### config.mk
export PLATFORM = sky130hd
export DESIGN_NAME = modbus_rtu_slave_register_bank_unit
export DESIGN_NICKNAME = d
export VERILOG_FILES = /design/src/design/mbrtu_pkg.sv /design/src/design/modbus_rtu_slave_register_bank_unit.sv /design/src/design/mbrtu_ram.sv /design/src/design/mbrtu_dp.sv /design/src/design/mbrtu_ctrl.sv
export VERILOG_INCLUDE_DIRS = /design/src /design/src/design
export SDC_FILE = /design/constraint.sdc
export NUM_CORES = 2
export LEC_CHECK = 0
export ABC_AREA = 0
export BUFFER_PORTS_ARGS = -buffer_cell sky130_fd_sc_hd__buf_4
export CORE_UTILIZATION = 63
export CTS_CLUSTER_DIAMETER = 100
export DETAILED_ROUTE_END_ITERATION = 8
export PLACE_DENSITY_LB_ADDON = 0.1
export SYNTH_ARGS = -nofsm -noshare
export SYNTH_HDL_FRONTEND = slang
export SYNTH_HIERARCHICAL = 1
export SYNTH_SLANG_ARGS = --single-unit
### constraint.sdc
create_clock -name clock -period 6.7 [get_ports clock]
set_input_delay 1.005 -clock clock [delete_from_list [all_inputs] [get_ports clock]]
set_output_delay 1.005 -clock clock [all_outputs]
set_load 0.005 [all_outputs]
### src/design/modbus_rtu_slave_register_bank_unit_macros.svh
// Assertion macros, included by the datapath.
`ifndef MODBUS_RTU_SLAVE_REGISTER_BANK_UNIT_MACROS_SVH
`define MODBUS_RTU_SLAVE_REGISTER_BANK_UNIT_MACROS_SVH
`ifndef ASSERT_OFF
// Same-cycle implication, disabled during reset.
`define ASSERT_IMPL(lbl, clk, rst, ante, cons) \
   lbl: assert property (@(posedge clk) disable iff (rst) (ante) |-> (cons)) \
      else $error("assertion failed");
// Next-cycle implication, disabled during reset.
`define ASSERT_NEXT(lbl, clk, rst, ante, cons) \
   lbl: assert property (@(posedge clk) disable iff (rst) (ante) |=> (cons)) \
      else $error("assertion failed");
`else
`define ASSERT_IMPL(lbl, clk, rst, ante, cons)
`define ASSERT_NEXT(lbl, clk, rst, ante, cons)
`endif
`endif

### src/design/mbrtu_pkg.sv
package mbrtu_pkg;

   localparam int RX_BYTES   = 64;
   localparam int RX_AW      = 6;
   localparam int CNT_W      = 7;
   localparam int HOLD_REGS  = 16;
   localparam int HOLD_AW    = 4;
   localparam int INPUT_REGS = 4;
   localparam int IN_AW      = 2;
   localparam int MAX_READ   = 29;

   localparam logic [15:0] CRC_PRESET = 16'hFFFF;
   localparam logic [15:0] CRC_POLY   = 16'hA001;

   localparam logic [1:0] OP_RX_BYTE  = 2'd0;
   localparam logic [1:0] OP_END      = 2'd1;
   localparam logic [1:0] OP_SET_IN   = 2'd2;
   localparam logic [1:0] OP_READ_HLD = 2'd3;

   localparam logic [7:0] FN_READ_HOLD  = 8'd3;
   localparam logic [7:0] FN_READ_INPUT = 8'd4;
   localparam logic [7:0] FN_WRITE_ONE  = 8'd6;
   localparam logic [7:0] FN_WRITE_MULT = 8'd16;

   // Commands from the controller to the datapath.
   typedef struct packed {
      logic take;
      logic scan_start;
      logic scan_step;
      logic wr_single;
      logic wmul_start;
      logic wmul_rd;
      logic wmul_wr;
      logic emit_start;
      logic emit;
      logic finish;
   } cmd_type;

   // Status from the datapath to the controller.
   typedef struct packed {
      logic [1:0] op;
      logic       n_small;
      logic       scan_done;
      logic       frame_ok;
      logic       fn_read;
      logic       fn_single;
      logic       wmul_done;
      logic       out_free;
      logic       emit_last;
   } status_type;

   // One byte of the CRC-16, bit by bit.
   function automatic logic [15:0] crc16_byte(input logic [15:0] crc, input logic [7:0] b);
      logic [15:0] c;
      c = crc ^ {8'h00, b};
      for (int i = 0; i < 8; i++) begin
         if (c[0]) begin
            c = (c >> 1) ^ CRC_POLY;
         end else begin
            c = c >> 1;
         end
      end
      return c;
   endfunction

endpackage

### src/design/modbus_rtu_slave_register_bank_unit.sv
// Modbus RTU slave with a small register bank.
// Input beats on req_*: tuser carries the operation (received byte, end of
// frame, set input register, local holding register read). Received bytes
// are stored in a 64-byte buffer. End of frame holds the input while the
// buffer is scanned one byte per cycle to check CRC and header. Function 16
// then writes k values, reading each from the buffer in state S_WRD and
// writing it in S_WWR. The reply follows on rsp_* at one byte per cycle
// while the receiver does not stall, with tlast on its final byte. A frame
// with fewer than 4 bytes is dropped without a scan. A local read answers
// with one beat of tuser = 1 in the cycle after acceptance.
// Throughput is one beat per cycle for local items and received bytes while
// the sequencer is idle and the output is free. No new input beat is taken
// until a frame end's scan, writes and reply are done; the receive buffer
// has a single read port. While the receiver stalls, the output register
// holds its beat and no new input beat is taken. The csr_* channel sets the
// station address and is always ready. Reset clears the buffer count, the
// register bank and the pending output, and sets the station address to 1.
module modbus_rtu_slave_register_bank_unit (
   input  logic        clock,
   input  logic        reset,
   input  logic        req_tvalid,
   output logic        req_tready,
   input  logic [31:0] req_tdata,   // rx_byte[7:0], reg_index[11:8], reg_value[27:12]
   input  logic [1:0]  req_tuser,   // operation[1:0]
   output logic        rsp_tvalid,
   input  logic        rsp_tready,
   output logic [15:0] rsp_tdata,   // tx_byte[7:0], hold_value[15:8]
   output logic        rsp_tuser,   // kind[0]
   output logic        rsp_tlast,
   input  logic        csr_valid,
   output logic        csr_ready,
   input  logic [7:0]  csr_data
);

   mbrtu_pkg::cmd_type    cmd;
   mbrtu_pkg::status_type st;

   // Sequencer.
   mbrtu_ctrl u_ctrl (
      .clock      (clock),
      .reset      (reset),
      .req_tvalid (req_tvalid),
      .req_tready (req_tready),
      .st         (st),
      .cmd        (cmd)
   );

   // Buffer, registers, CRC and output stage.
   mbrtu_dp u_dp (
      .clock      (clock),
      .reset      (reset),
      .cmd        (cmd),
      .st         (st),
      .req_tuser  (req_tuser),
      .req_tdata  (req_tdata),
      .rsp_tvalid (rsp_tvalid),
      .rsp_tready (rsp_tready),
      .rsp_tdata  (rsp_tdata),
      .rsp_tuser  (rsp_tuser),
      .rsp_tlast  (rsp_tlast),
      .csr_valid  (csr_valid),
      .csr_ready  (csr_ready),
      .csr_data   (csr_data)
   );

endmodule

### src/design/mbrtu_ram.sv
module mbrtu_ram #(
   parameter int WIDTH = 8,
   parameter int DEPTH = 64
) (
   input  logic                     clock,
   input  logic                     wr_en,
   input  logic [$clog2(DEPTH)-1:0] wr_addr,
   input  logic [WIDTH-1:0]         wr_data,
   input  logic [$clog2(DEPTH)-1:0] rd_addr,
   output logic [WIDTH-1:0]         rd_data
);

   logic [WIDTH-1:0] mem_ff [DEPTH];
   logic [WIDTH-1:0] rd_data_ff;

   // One write port, one registered read port.
   always_ff @(posedge clock) begin
      if (wr_en) begin
         mem_ff[wr_addr] <= wr_data;
      end
      rd_data_ff <= mem_ff[rd_addr];
   end

   assign rd_data = rd_data_ff;

endmodule

### src/design/mbrtu_dp.sv
`include "modbus_rtu_slave_register_bank_unit_macros.svh"

module mbrtu_dp (
   input  logic                 clock,
   input  logic                 reset,
   input  mbrtu_pkg::cmd_type   cmd,
   output mbrtu_pkg::status_type st,
   input  logic [1:0]           req_tuser,
   input  logic [31:0]          req_tdata,
   output logic                 rsp_tvalid,
   input  logic                 rsp_tready,
   output logic [15:0]          rsp_tdata,
   output logic                 rsp_tuser,
   output logic                 rsp_tlast,
   input  logic                 csr_valid,
   output logic                 csr_ready,
   input  logic [7:0]           csr_data
);

   localparam int CW = mbrtu_pkg::CNT_W;
   localparam int AW = mbrtu_pkg::RX_AW;

   logic [7:0]    rx_byte;
   logic [3:0]    reg_index;
   logic [15:0]   reg_value;

   logic [7:0]    slave_addr_ff;
   logic [CW-1:0] count_ff, count_in;
   logic [CW-1:0] scan_idx_ff, scan_idx_in;
   logic          pend_ff, pend_in;
   logic [CW-1:0] pidx_ff, pidx_in;
   logic [7:0]    hdr_ff [6];
   logic [7:0]    hdr_in [6];
   logic [15:0]   rcv_ff, rcv_in;
   logic [15:0]   crc_ff, crc_in;
   logic [CW-1:0] k_ff, k_in;
   logic          half_ff, half_in;
   logic [CW-1:0] j_ff, j_in;
   logic [7:0]    hold_ff [mbrtu_pkg::HOLD_REGS];
   logic [7:0]    hold_in [mbrtu_pkg::HOLD_REGS];
   logic [15:0]   inreg_ff [mbrtu_pkg::INPUT_REGS];
   logic [15:0]   inreg_in [mbrtu_pkg::INPUT_REGS];
   logic          ovalid_ff, ovalid_in;
   logic          okind_ff, okind_in;
   logic [7:0]    otx_ff, otx_in;
   logic [7:0]    ohold_ff, ohold_in;
   logic          olast_ff, olast_in;

   logic          ram_we;
   logic [AW-1:0] ram_raddr;
   logic [7:0]    ram_rdata;

   logic [7:0]    fn;
   logic [15:0]   start, cnt;
   logic [CW-1:0] nm2, body;
   logic [16:0]   rsel, hsel;
   logic [7:0]    hval;
   logic [15:0]   ival, dval;
   logic [7:0]    pos;
   logic [7:0]    ebyte;
   logic          is_read;

   assign rx_byte   = req_tdata[7:0];
   assign reg_index = req_tdata[11:8];
   assign reg_value = req_tdata[27:12];

   assign fn    = hdr_ff[1];
   assign start = {hdr_ff[2], hdr_ff[3]};
   assign cnt   = {hdr_ff[4], hdr_ff[5]};
   assign nm2   = count_ff - CW'(2);
   assign rsel  = {1'b0, start} + 17'(k_ff);
   assign pos   = 8'd8 + {k_ff, 1'b0};
   assign is_read = (fn == mbrtu_pkg::FN_READ_HOLD) || (fn == mbrtu_pkg::FN_READ_INPUT);
   assign body  = is_read ? (CW'(3) + {cnt[5:0], 1'b0}) : CW'(6);

   // Holding register read port, shared by local reads and responses.
   assign hsel = cmd.take ? 17'(reg_index) : rsel;
   assign hval = (hsel < 17'(mbrtu_pkg::HOLD_REGS)) ? hold_ff[hsel[mbrtu_pkg::HOLD_AW-1:0]]
                                                    : 8'h00;
   assign ival = (rsel < 17'(mbrtu_pkg::INPUT_REGS)) ? inreg_ff[rsel[mbrtu_pkg::IN_AW-1:0]]
                                                     : 16'h0000;
   assign dval = (fn == mbrtu_pkg::FN_READ_HOLD) ? {8'h00, hval} : ival;

   // Receive buffer.
   assign ram_we    = cmd.take && (req_tuser == mbrtu_pkg::OP_RX_BYTE) &&
                      (count_ff < CW'(mbrtu_pkg::RX_BYTES));
   assign ram_raddr = cmd.wmul_rd ? pos[AW-1:0] : scan_idx_ff[AW-1:0];

   mbrtu_ram #(.WIDTH(8), .DEPTH(mbrtu_pkg::RX_BYTES)) u_rx_buf (
      .clock   (clock),
      .wr_en   (ram_we),
      .wr_addr (count_ff[AW-1:0]),
      .wr_data (rx_byte),
      .rd_addr (ram_raddr),
      .rd_data (ram_rdata)
   );

   // Next response byte.
   always_comb begin
      ebyte = 8'h00;
      if (j_ff < body) begin
         if (is_read) begin
            case (j_ff)
               CW'(0):  ebyte = slave_addr_ff;
               CW'(1):  ebyte = fn;
               CW'(2):  ebyte = {cnt[6:0], 1'b0};
               default: ebyte = half_ff ? dval[7:0] : dval[15:8];
            endcase
         end else begin
            ebyte = hdr_ff[j_ff[2:0]];
         end
      end else if (j_ff == body) begin
         ebyte = crc_ff[7:0];
      end else begin
         ebyte = crc_ff[15:8];
      end
   end

   // Status to the controller.
   always_comb begin
      st.op        = req_tuser;
      st.n_small   = count_ff < CW'(4);
      st.scan_done = (scan_idx_ff >= count_ff) && !pend_ff;
      st.frame_ok  = (crc_ff == rcv_ff) && (hdr_ff[0] == slave_addr_ff) &&
                     (is_read || (fn == mbrtu_pkg::FN_WRITE_ONE) ||
                      (fn == mbrtu_pkg::FN_WRITE_MULT)) &&
                     (count_ff >= CW'(8)) &&
                     (!is_read || (cnt <= 16'(mbrtu_pkg::MAX_READ)));
      st.fn_read   = is_read;
      st.fn_single = fn == mbrtu_pkg::FN_WRITE_ONE;
      st.wmul_done = (16'(k_ff) >= cnt) || (pos >= 8'(nm2));
      st.out_free  = !ovalid_ff || rsp_tready;
      st.emit_last = j_ff == (body + CW'(1));
   end

   // Next-state logic of the datapath registers.
   always_comb begin
      count_in    = count_ff;
      scan_idx_in = scan_idx_ff;
      pend_in     = pend_ff;
      pidx_in     = pidx_ff;
      hdr_in      = hdr_ff;
      rcv_in      = rcv_ff;
      crc_in      = crc_ff;
      k_in        = k_ff;
      half_in     = half_ff;
      j_in        = j_ff;
      hold_in     = hold_ff;
      inreg_in    = inreg_ff;
      ovalid_in   = ovalid_ff && !rsp_tready;
      okind_in    = okind_ff;
      otx_in      = otx_ff;
      ohold_in    = ohold_ff;
      olast_in    = olast_ff;

      // Local items.
      if (cmd.take) begin
         case (req_tuser)
            mbrtu_pkg::OP_RX_BYTE: begin
               if (ram_we) begin
                  count_in = count_ff + CW'(1);
               end
            end
            mbrtu_pkg::OP_SET_IN: begin
               if (32'(reg_index) < 32'(mbrtu_pkg::INPUT_REGS)) begin
                  inreg_in[reg_index[mbrtu_pkg::IN_AW-1:0]] = reg_value;
               end
            end
            mbrtu_pkg::OP_READ_HLD: begin
               ovalid_in = 1'b1;
               okind_in  = 1'b1;
               otx_in    = 8'h00;
               ohold_in  = hval;
               olast_in  = 1'b1;
            end
            default: begin
            end
         endcase
      end

      // Frame scan: CRC over the body, capture header and received CRC.
      if (cmd.scan_start) begin
         scan_idx_in = '0;
         pend_in     = 1'b0;
         crc_in      = mbrtu_pkg::CRC_PRESET;
      end
      if (cmd.scan_step) begin
         scan_idx_in = scan_idx_ff + CW'(1);
         pend_in     = scan_idx_ff < count_ff;
         pidx_in     = scan_idx_ff;
         if (pend_ff) begin
            if (pidx_ff < nm2) begin
               crc_in = mbrtu_pkg::crc16_byte(crc_ff, ram_rdata);
            end
            if (pidx_ff < CW'(6)) begin
               hdr_in[pidx_ff[2:0]] = ram_rdata;
            end
            if (pidx_ff == nm2) begin
               rcv_in[7:0] = ram_rdata;
            end
            if (pidx_ff == (nm2 + CW'(1))) begin
               rcv_in[15:8] = ram_rdata;
            end
         end
      end

      // Register writes from the frame.
      if (cmd.wr_single && (start < 16'(mbrtu_pkg::HOLD_REGS))) begin
         hold_in[start[mbrtu_pkg::HOLD_AW-1:0]] = hdr_ff[5];
      end
      if (cmd.wmul_start) begin
         k_in = '0;
      end
      if (cmd.wmul_wr) begin
         if (rsel < 17'(mbrtu_pkg::HOLD_REGS)) begin
            hold_in[rsel[mbrtu_pkg::HOLD_AW-1:0]] = ram_rdata;
         end
         k_in = k_ff + CW'(1);
      end

      // Response bytes, with the CRC built as they go out.
      if (cmd.emit_start) begin
         j_in    = '0;
         k_in    = '0;
         half_in = 1'b0;
         crc_in  = mbrtu_pkg::CRC_PRESET;
      end
      if (cmd.emit) begin
         ovalid_in = 1'b1;
         okind_in  = 1'b0;
         otx_in    = ebyte;
         ohold_in  = 8'h00;
         olast_in  = st.emit_last;
         j_in      = j_ff + CW'(1);
         if (j_ff < body) begin
            crc_in = mbrtu_pkg::crc16_byte(crc_ff, ebyte);
         end
         if (is_read && (j_ff >= CW'(3)) && (j_ff < body)) begin
            half_in = !half_ff;
            if (half_ff) begin
               k_in = k_ff + CW'(1);
            end
         end
      end

      if (cmd.finish) begin
         count_in = '0;
      end
   end

   // Registers.
   always_ff @(posedge clock) begin
      if (reset) begin
         slave_addr_ff <= 8'd1;
         count_ff      <= '0;
         pend_ff       <= 1'b0;
         ovalid_ff     <= 1'b0;
         for (int i = 0; i < mbrtu_pkg::HOLD_REGS; i++) begin
            hold_ff[i] <= 8'h00;
         end
         for (int i = 0; i < mbrtu_pkg::INPUT_REGS; i++) begin
            inreg_ff[i] <= 16'h0000;
         end
      end else begin
         if (csr_valid) begin
            slave_addr_ff <= csr_data;
         end
         count_ff  <= count_in;
         pend_ff   <= pend_in;
         ovalid_ff <= ovalid_in;
         hold_ff   <= hold_in;
         inreg_ff  <= inreg_in;
      end
      scan_idx_ff <= scan_idx_in;
      pidx_ff     <= pidx_in;
      hdr_ff      <= hdr_in;
      rcv_ff      <= rcv_in;
      crc_ff      <= crc_in;
      k_ff        <= k_in;
      half_ff     <= half_in;
      j_ff        <= j_in;
      okind_ff    <= okind_in;
      otx_ff      <= otx_in;
      ohold_ff    <= ohold_in;
      olast_ff    <= olast_in;
   end

   assign csr_ready  = 1'b1;
   assign rsp_tvalid = ovalid_ff;
   assign rsp_tdata  = {ohold_ff, otx_ff};
   assign rsp_tuser  = okind_ff;
   assign rsp_tlast  = olast_ff;

   // The fill count never passes the buffer size.
   `ASSERT_IMPL(a_count_bound, clock, reset, 1'b1, count_ff <= CW'(mbrtu_pkg::RX_BYTES))
   // A local read result always closes its own run.
   `ASSERT_IMPL(a_local_last, clock, reset, ovalid_ff && okind_ff, olast_ff)
   // A pending scan read always addresses a buffered byte.
   `ASSERT_IMPL(a_scan_in_range, clock, reset, pend_ff, pidx_ff < count_ff)

endmodule

### src/design/mbrtu_ctrl.sv
module mbrtu_ctrl (
   input  logic                  clock,
   input  logic                  reset,
   input  logic                  req_tvalid,
   output logic                  req_tready,
   input  mbrtu_pkg::status_type st,
   output mbrtu_pkg::cmd_type    cmd
);

   localparam logic [2:0] S_IDLE  = 3'd0;
   localparam logic [2:0] S_SCAN  = 3'd1;
   localparam logic [2:0] S_CHECK = 3'd2;
   localparam logic [2:0] S_WRD   = 3'd3;
   localparam logic [2:0] S_WWR   = 3'd4;
   localparam logic [2:0] S_EMIT  = 3'd5;

   logic [2:0] state_ff, state_in;

   assign req_tready = (state_ff == S_IDLE) && st.out_free;

   // Frame sequencing.
   always_comb begin
      state_in = state_ff;
      cmd      = '0;
      case (state_ff)
         S_IDLE: begin
            if (req_tvalid && st.out_free) begin
               cmd.take = 1'b1;
               if (st.op == mbrtu_pkg::OP_END) begin
                  if (st.n_small) begin
                     cmd.finish = 1'b1;
                  end else begin
                     cmd.scan_start = 1'b1;
                     state_in       = S_SCAN;
                  end
               end
            end
         end
         S_SCAN: begin
            if (st.scan_done) begin
               state_in = S_CHECK;
            end else begin
               cmd.scan_step = 1'b1;
            end
         end
         S_CHECK: begin
            if (!st.frame_ok) begin
               cmd.finish = 1'b1;
               state_in   = S_IDLE;
            end else if (st.fn_read) begin
               cmd.emit_start = 1'b1;
               state_in       = S_EMIT;
            end else if (st.fn_single) begin
               cmd.wr_single  = 1'b1;
               cmd.emit_start = 1'b1;
               state_in       = S_EMIT;
            end else begin
               cmd.wmul_start = 1'b1;
               state_in       = S_WRD;
            end
         end
         S_WRD: begin
            if (st.wmul_done) begin
               cmd.emit_start = 1'b1;
               state_in       = S_EMIT;
            end else begin
               cmd.wmul_rd = 1'b1;
               state_in    = S_WWR;
            end
         end
         S_WWR: begin
            cmd.wmul_wr = 1'b1;
            state_in    = S_WRD;
         end
         S_EMIT: begin
            if (st.out_free) begin
               cmd.emit = 1'b1;
               if (st.emit_last) begin
                  cmd.finish = 1'b1;
                  state_in   = S_IDLE;
               end
            end
         end
         default: begin
            state_in = S_IDLE;
         end
      endcase
   end

   always_ff @(posedge clock) begin
      if (reset) begin
         state_ff <= S_IDLE;
      end else begin
         state_ff <= state_in;
      end
   end

endmodule
# Word-level counts from Yosys, hierarchy flattened
# Memory sizes are Yosys's and may differ from the RTL's. A register that Yosys moved wholly into a read port is not among the register bits.
# Cells that the tools add are included.
[word_totals]
out_inout_bits = 21
wordCells = 333
regBits = 339
n_memories = 1
inputBits = 47
ram_bits = 512
[classes]
n_eq_ne = 26
n_lt_le_gt_ge = 28
n_bitwise = 25
add_sub_neg = 10
n_reduce_logical = 44
muxes = 156
[memory_table]
columns = ["name", "words", "word_bits", "rd", "rd_clocked_by_memory_dff", "wr", "line_no", "text"]
rows = [
  ["u_dp.u_rx_buf.mem_ff", 64, 8, 1, 1, 1, "mbrtu_ram.sv:13", "logic [WIDTH-1:0] mem_ff [DEPTH];"],
]
[op_table]
columns = ["operator", "n"]
rows = [
  ["16-bit 2-to-1 mux", 63],
  ["128-bit 2-to-1 mux", 3],
  ["128-bit bitwise mux", 2],
  ["8-bit 2-to-1 mux", 15],
  ["7-bit 2-to-1 mux", 11],
  ["64-bit bitwise mux", 1],
  ["8-bit demux with 4-bit select", 2],
  ["2-bit inverter with 3-bit output", 18],
  ["48-bit bitwise mux", 1],
  ["7-bit by 1-bit adder with 7-bit output (second input constant)", 6],
  ["17-bit by 5-bit less-than comparator with 1-bit output (second input constant)", 2],
  ["16-bit binary-select mux with 2-bit select", 1],
  ["8-bit binary-select mux with 4-bit select", 1],
  ["16-bit demux with 2-bit select", 1],
  ["1-bit 2-to-1 mux", 32],
  ["16-bit by 8-bit bitwise XOR with 16-bit output", 2],
  ["7-bit equality test", 4],
  ["3-bit 2-to-1 mux", 9],
  ["8-bit binary-select mux with 3-bit select", 1],
  ["8-bit demux with 3-bit select", 1],
  ["8-bit case mux with 3 select lines", 1],
  ["7-bit less-than comparator", 3],
  ["3-bit case mux with 6 select lines", 1],
  ["16-bit by 7-bit adder with 17-bit output", 1],
  ["52 further kinds", 107],
]

# Logic depth before layout (Yosys ltp)
[logic_depth]
depth_word = 49
ltp_mapped = 23
ltp_nobuf = 19

# By module
# Netlist, hierarchy kept.
[by_module_without_submodules]
columns = ["module", "area_each_um2", "seq_area_each_um2", "cells_per_inst", "instances"]
rows = [
  ["mbrtu_ram", 20225.6, 15534.9, 953, 1],
  ["mbrtu_dp", 19322.3, 7667.4, 2130, 1],
  ["mbrtu_ctrl", 354.1, 60.1, 51, 1],
]

# Worst setup path after synthesis
# Ideal clock, no wire load.
[synth_timing]
path_type = "reg-to-reg"
from = "reg u_dp.hdr_ff, in the netlist u_dp/fn[3]"
to = "reg u_dp.crc_ff[0]"
period_less_slack_ps = 5170
setup_time_ps = 70
required_ps = 6630
path_stages_with_launch = 21
t_arrival_ps = 5100
path_slack_ps = 1530
n_path_buf = 3
cell_sequence = "edfxtp_1 > or4_4 > a211o_1 > clkbuf_1 > inv_2 > clkbuf_1 > o21ai_0 > ha_1 > a21o_1 > a21oi_1 > nor2b_1 > nor3_1 > clkbuf_1 > o221ai_1 > and2_1 > or3_1 > xor2_2 > xnor2_1 > xnor3_2 > xnor3_1 > a21oi_1"
[synth_between]
elab_chain_cells = 32
elab_cells_between_ends = 61
cone_classes = "order compare (1); eq/ne (5); mux (39); bitwise (8); reduce/logical (8)"
[synth_rtl]
columns = ["element", "line_no", "text"]
rows = [
  ["start: declaration", "mbrtu_dp.sv:32", "logic [7:0] hdr_ff [6];"],
  ["start signal: assignment", "mbrtu_dp.sv:276", "hdr_ff <= hdr_in;"],
  ["8-bit by 2-bit equality test with 1-bit output / 8-bit by 3-bit equality test with 1-bit output (equally long branches)", "mbrtu_dp.sv:73", "assign is_read = (fn == mbrtu_pkg::FN_READ_HOLD) || (fn == mbrtu_pkg::FN_READ_INPUT);"],
  ["1-bit logical OR (*)", "mbrtu_dp.sv:73", ""],
  ["via u_dp.is_read", "mbrtu_dp.sv:61", "logic is_read;"],
  ["parallel branches: the longest is 29 deep, another holds 7-bit less-than comparator", "n/a", ""],
  ["16-bit 2-to-1 mux (*)", "mbrtu_dp.sv:228", "if (cmd.emit) begin"],
  ["via u_dp.crc_in[0]", "mbrtu_dp.sv:35", "logic [15:0] crc_ff, crc_in;"],
  ["end signal: assignment", "mbrtu_dp.sv:278", "crc_ff <= crc_in;"],
  ["end: declaration", "mbrtu_dp.sv:35", ""],
]
# Mark *: on every way through the listed nets, which the timed path passes. The select of a mux whose other input is x is not followed.
# A chain may end at the register's enable or synchronous reset.

==> metrics.md <==
| Metric | Value |
|---|---|
| Outcome | finished, violations left |
| Failing checks | design-rule violations |
| Clock insertion delay at the later pin of the skew report | 0.67 ns |
| Synth Area in Compound Gates | 9.95% |
| Net Sw Frac | 21.3% |
| Relative area change from synthesis to final layout | 10.4% |
| CTS tree | built |
| Critical Path Slowest Stage Cell | sky130_fd_sc_hd__nor3_2 |
| Maximum buffer depth of the clock tree | 3 |
| Portion of total power attributed to sequential cells | 51.3% |
| EDFF count, synth | 606 |
| Data arrival, critical path | 6.35 ns |
| Type of the worst setup path | register to register |
| Final routed wirelength across all metal layers | 106000 um |
| Total power density per cell area | 253 mW/mm2 |
| Number of hold violations in the final report | 0 |
| Most common library cell in the layout ignoring fill and taps | sky130_fd_sc_hd__edfxtp_1 |
| Peak supply drop | 0.000384 V |
| Clk sinks | 859 |
| Half-perimeter wire length of the detailed placement result | 67900 um |
| Critical R2R Capture | u_dp/crc_ff[0] |
| Detailed Route Iter0 Violations | 2999 |
| Count of buffers added by post-CTS timing repair for setup | 0 |
| Net count after synthesis | 3239 |
| Design Power | 11.2 mW |
| FF-to-FF setup slack | 0.91 ns |
| Post-synthesis async set-or-reset flop share | 0% |
| Clock root buffer master | sky130_fd_sc_hd__clkbuf_16 |
| Unrepaired setup endpoints after global routing | false |
| Number of warnings reported in the yosys synthesis log | 6 |
| Vias in the first global route | 26600 |
| Worst endpoint required time | 7.26 ns |
| Netlist Area Pre-Place | 0.0399 mm2 |
| Last weighted congestion value of the routability-driven placer | 0.954 |
| Post-DRT Antenna Nets | 0 |
| Count of pins on the block boundary | 68 |
| Max-slew headroom at the worst pin | 23.3% |
| Worst Hold Path Cells | 2 |
| Num CTS Buffers | 86 |
| Global-route wire length before repair | 161000 um |
| Vertical die dimension | 254 um |
| Predominant post-synthesis flop cell | sky130_fd_sc_hd__edfxtp_1 |
| Non-Filler Cell Area, Final | 0.0440 mm2 |
| Avg Cell Area, Syn | 12.7 um2 |
| Combined buffer and inverter count along the critical path | 1 |
| Via density per instance | 6.67 |
| Cell count after synthesis | 3134 |
| Share of total power in combinational logic | 3.5% |
| Wire per inst | 26.3 um |
| Number of antenna violations at the first check in global routing | 0 |
| Start point of the critical path | u_dp/fn[6] |
| Worst Hold Endpoint | u_dp/rsp_tuser |
| Final routed DRC violation total | 11 |
| Most Frequent Cell on Critical Path | sky130_fd_sc_hd__a21oi_1 |
| Fraction of final layout cells sized beyond drive strength 1 | 15.4% |
| Commonest cells after routing, fill and taps aside | sky130_fd_sc_hd__edfxtp_1 (606), sky130_fd_sc_hd__nor2_1 (467), sky130_fd_sc_hd__dfxtp_1 (253) |
| Multiplexer area fraction after synthesis | 14.5% |
| Number of gates resized after CTS | 0 |
| Number of antenna diodes | 0 |
| Share of the yosys chip area belonging to registers | 58.3% |
| Max incr delay on CP | 0.56 ns |
| Post-Route Skew | 0.0415 ns |
| Main combinational cell family by area after synthesis | multiplexers |
| Total cell area at the placement stage | 0.0410 mm2 |
| Post-synthesis sequential element count | 859 |
| Die width | 254 um |
| Filler instances | 4137 |
| Final number of max-transition violations | 0 |
| DR pass1 iterations | 9 |
| Total Nets Final | 3246 |
| Max capacitance violation total | 0 |
| Startpoint of the most critical hold path | u_dp/rsp_tuser |
| Largest delay contributor family on the critical path | simple AND/OR/NAND/NOR gates |
| CTS Hold Buffers Added | 0 |
| Startpoint of the worst-slack reg-to-reg timing path | u_dp/fn[6] |
| Setup Total Neg Slack | 0 ns |
| Worst Hold Class | register to register |
| Number of cells in the design after placement | 3890 |
| Largest net degree at the start of global routing | 82 |
| Logic depth of the worst register-to-register path | 17 |
| Floorplan row count | 91 |
| Crit path max fanout | 19 |
| Library cells used by synthesis | 104 |
| Tightest Pin Transition | 1.14 ns |
| Highest clock rate | 173 MHz |
| Leakage | 14.6 nW |
| Initial Util | 64.2% |
| CP cell instances | or4_4 > a211o_1 > inv_2 > o21ai_0 > ha_1 > a21o_1 > a21oi_1 > nor2b_1 > nor3_2 > o221ai_1 > and2_1 > or3_1 > xor2_2 > xnor2_1 > xnor3_2 > xnor3_1 > a21oi_1 |
| Placeable core region | 0.0622 mm2 |
| Switching component of the power | 2.37 mW |
| Clock Power Share | 45.2% |
| Die area | 0.0643 mm2 |
| Area share of fa/ha/maj cells after synthesis | 1.84% |
| Clock-pin slew reported for the worst setup and hold paths after clock tree synthesis | 0.06 ns |
| Setup crit end kind | register |
| XOR/XNOR share of the synthesized area | 2.64% |
| # H-tree levels | 3 |
| Critical Path Source Type | register |
| Vias | 27000 |
| Final setup fails | 0 |
| Final instance count without filler cells | 4047 |
| Min Tclk post-route | 5.79 ns |
| Residual overflow from global routing | 0 |
| Worst hold-check slack | 0.483 ns |
| Fin crit share | 86.4% |
| Overall fraction of global-route tracks in use | 33.5% |
| Count of input and output buffers | 62 |
| Simple-gate area share of the yosys netlist | 9.90% |
| Internal | 8.78 mW |
## layout make-up
| class | count | area, um2 | share of cell area, % |
|---|---|---|---|
| inverter | 42 | 158 | 0.358 |
| timing repair buffer | 136 | 1040 | 2.36 |
| clock buffer | 121 | 2450 | 5.56 |
| clock inverter | 36 | 537 | 1.22 |
| sequential | 859 | 23300 | 52.8 |
| multi-input combinational | 2016 | 15500 | 35.3 |
| tap | 837 | 1050 | 2.38 |
## worst max path at each step
stage,slack (ns),to,cells after the start
after floorplan,1.53,u_dp/crc_ff[0],20
after global placement,1.02,u_dp/crc_ff[0],17
after detailed placement,0.99,u_dp/crc_ff[0],17
after CTS,0.96,u_dp/crc_ff[0],17
after global routing,0.63,u_dp/crc_ff[0],18
final,0.91,u_dp/crc_ff[0],17
## logic make-up after synthesis
kind of cell | Yosys count
AO/OA/AOI/OAI | 580
XOR/XNOR | 116
adder cells (fa/ha/maj) | 58
buffers and inverters | 259
flip-flops | 859
multiplexers | 377
other | 1
AND/OR/NAND/NOR | 884
## synthesized netlist by cell type, types with 7 or more instances
master | instances | area (um2)
sky130_fd_sc_hd__o21ai_0 | 96 | 480
sky130_fd_sc_hd__o211ai_1 | 15 | 113
sky130_fd_sc_hd__o21ai_1 | 11 | 55.1
sky130_fd_sc_hd__edfxtp_1 | 606 | 18200
sky130_fd_sc_hd__mux2_2 | 30 | 338
sky130_fd_sc_hd__a31oi_1 | 17 | 106
sky130_fd_sc_hd__buf_2 | 36 | 180
sky130_fd_sc_hd__buf_4 | 20 | 150
sky130_fd_sc_hd__nand2_1 | 152 | 571
sky130_fd_sc_hd__ha_1 | 57 | 713
sky130_fd_sc_hd__nor2_1 | 469 | 1760
sky130_fd_sc_hd__nor4_1 | 19 | 119
sky130_fd_sc_hd__o22ai_1 | 25 | 156
sky130_fd_sc_hd__nor2b_1 | 39 | 244
sky130_fd_sc_hd__mux2i_1 | 192 | 1920
sky130_fd_sc_hd__dfxtp_1 | 253 | 5060
sky130_fd_sc_hd__o221ai_1 | 12 | 105
sky130_fd_sc_hd__nand3_1 | 47 | 235
sky130_fd_sc_hd__a21oi_1 | 113 | 566
sky130_fd_sc_hd__a2111oi_0 | 7 | 61.3
sky130_fd_sc_hd__nor3_1 | 49 | 245
sky130_fd_sc_hd__nand3b_1 | 7 | 52.6
sky130_fd_sc_hd__inv_1 | 32 | 120
sky130_fd_sc_hd__and2_1 | 17 | 106
sky130_fd_sc_hd__mux4_2 | 146 | 3290
sky130_fd_sc_hd__and3_1 | 7 | 43.8
sky130_fd_sc_hd__buf_1 | 11 | 41.3
sky130_fd_sc_hd__a22oi_1 | 15 | 113
sky130_fd_sc_hd__xor2_1 | 52 | 455
sky130_fd_sc_hd__or3_1 | 11 | 68.8
sky130_fd_sc_hd__a211oi_1 | 171 | 1280
sky130_fd_sc_hd__nand2b_1 | 25 | 156
sky130_fd_sc_hd__mux4_1 | 8 | 210
sky130_fd_sc_hd__clkbuf_1 | 142 | 533
sky130_fd_sc_hd__o31ai_1 | 11 | 82.6
sky130_fd_sc_hd__nand4_1 | 11 | 68.8
sky130_fd_sc_hd__clkinv_1 | 7 | 26.3
sky130_fd_sc_hd__xnor2_1 | 61 | 534
## worst register-to-register path: cells and delay by family (launching register included)
family | cells | cell delay, ns
AO/OA/AOI/OAI | 6 | 1.44
XOR/XNOR | 4 | 1.24
adder cells (fa/ha/maj) | 1 | 0.38
buffers and inverters | 1 | 0.35
flip-flops | 1 | 0.43
AND/OR/NAND/NOR | 5 | 1.87
## power by group through the flow
| stage | clock, mW | sequential [mW] | combinational, mW |
|---|---|---|---|
| after floorplan | 0 | 5.82 | 0.214 |
| after global placement | 0 | 5.84 | 0.370 |
| after detailed placement | 0 | 5.84 | 0.382 |
| after CTS | 5.10 | 5.72 | 0.384 |
| after global routing | 5.29 | 5.72 | 0.416 |
| final | 5.04 | 5.72 | 0.388 |
## state kept, by name, indices dropped and copies added (netlist names)
register,cells
u_dp/half_ff,1
u_dp/fn,8
u_dp/otx_ff,8
u_dp/pend_ff,1
u_dp/k_ff,7
u_ctrl/state_ff,3
u_dp/hdr_ff,24
u_dp/ohold_ff,8
u_dp/rcv_ff,16
u_dp/crc_ff,16
u_dp/slave_addr_ff,8
u_dp/scan_idx_ff,7
u_dp/rsp_tvalid,1
u_dp/count_ff,7
u_dp/cnt,16
u_dp/hold_ff,128
u_dp/inreg_ff,64
u_dp/j_ff,7
u_dp/rsp_tlast,1
u_dp/pidx_ff,7
u_dp/u_rx_buf/mem_ff,512
u_dp/u_rx_buf/rd_data,8
u_dp/rsp_tuser,1
## per-layer routing
metal / wire [um] / vias up / GRT usage [%]
met5: 0 / - / 0
met4: 4770 / 0 / 14.1
met3: 8980 / 310 / 4.59
met2: 51200 / 1496 / 55.2
met1: 41400 / 13300 / 44.8
li1: - / 11900 / -
## stage by stage
stage / util (%) / setup slack, ns
after floorplan: - / 1.53
after global placement: 66.0 / 1.02
after detailed placement: 66.0 / 0.988
after CTS: 70.8 / 0.964
after global routing: 70.8 / 0.629
final: 70.8 / 0.912
(Power assumes the default switching activity.)
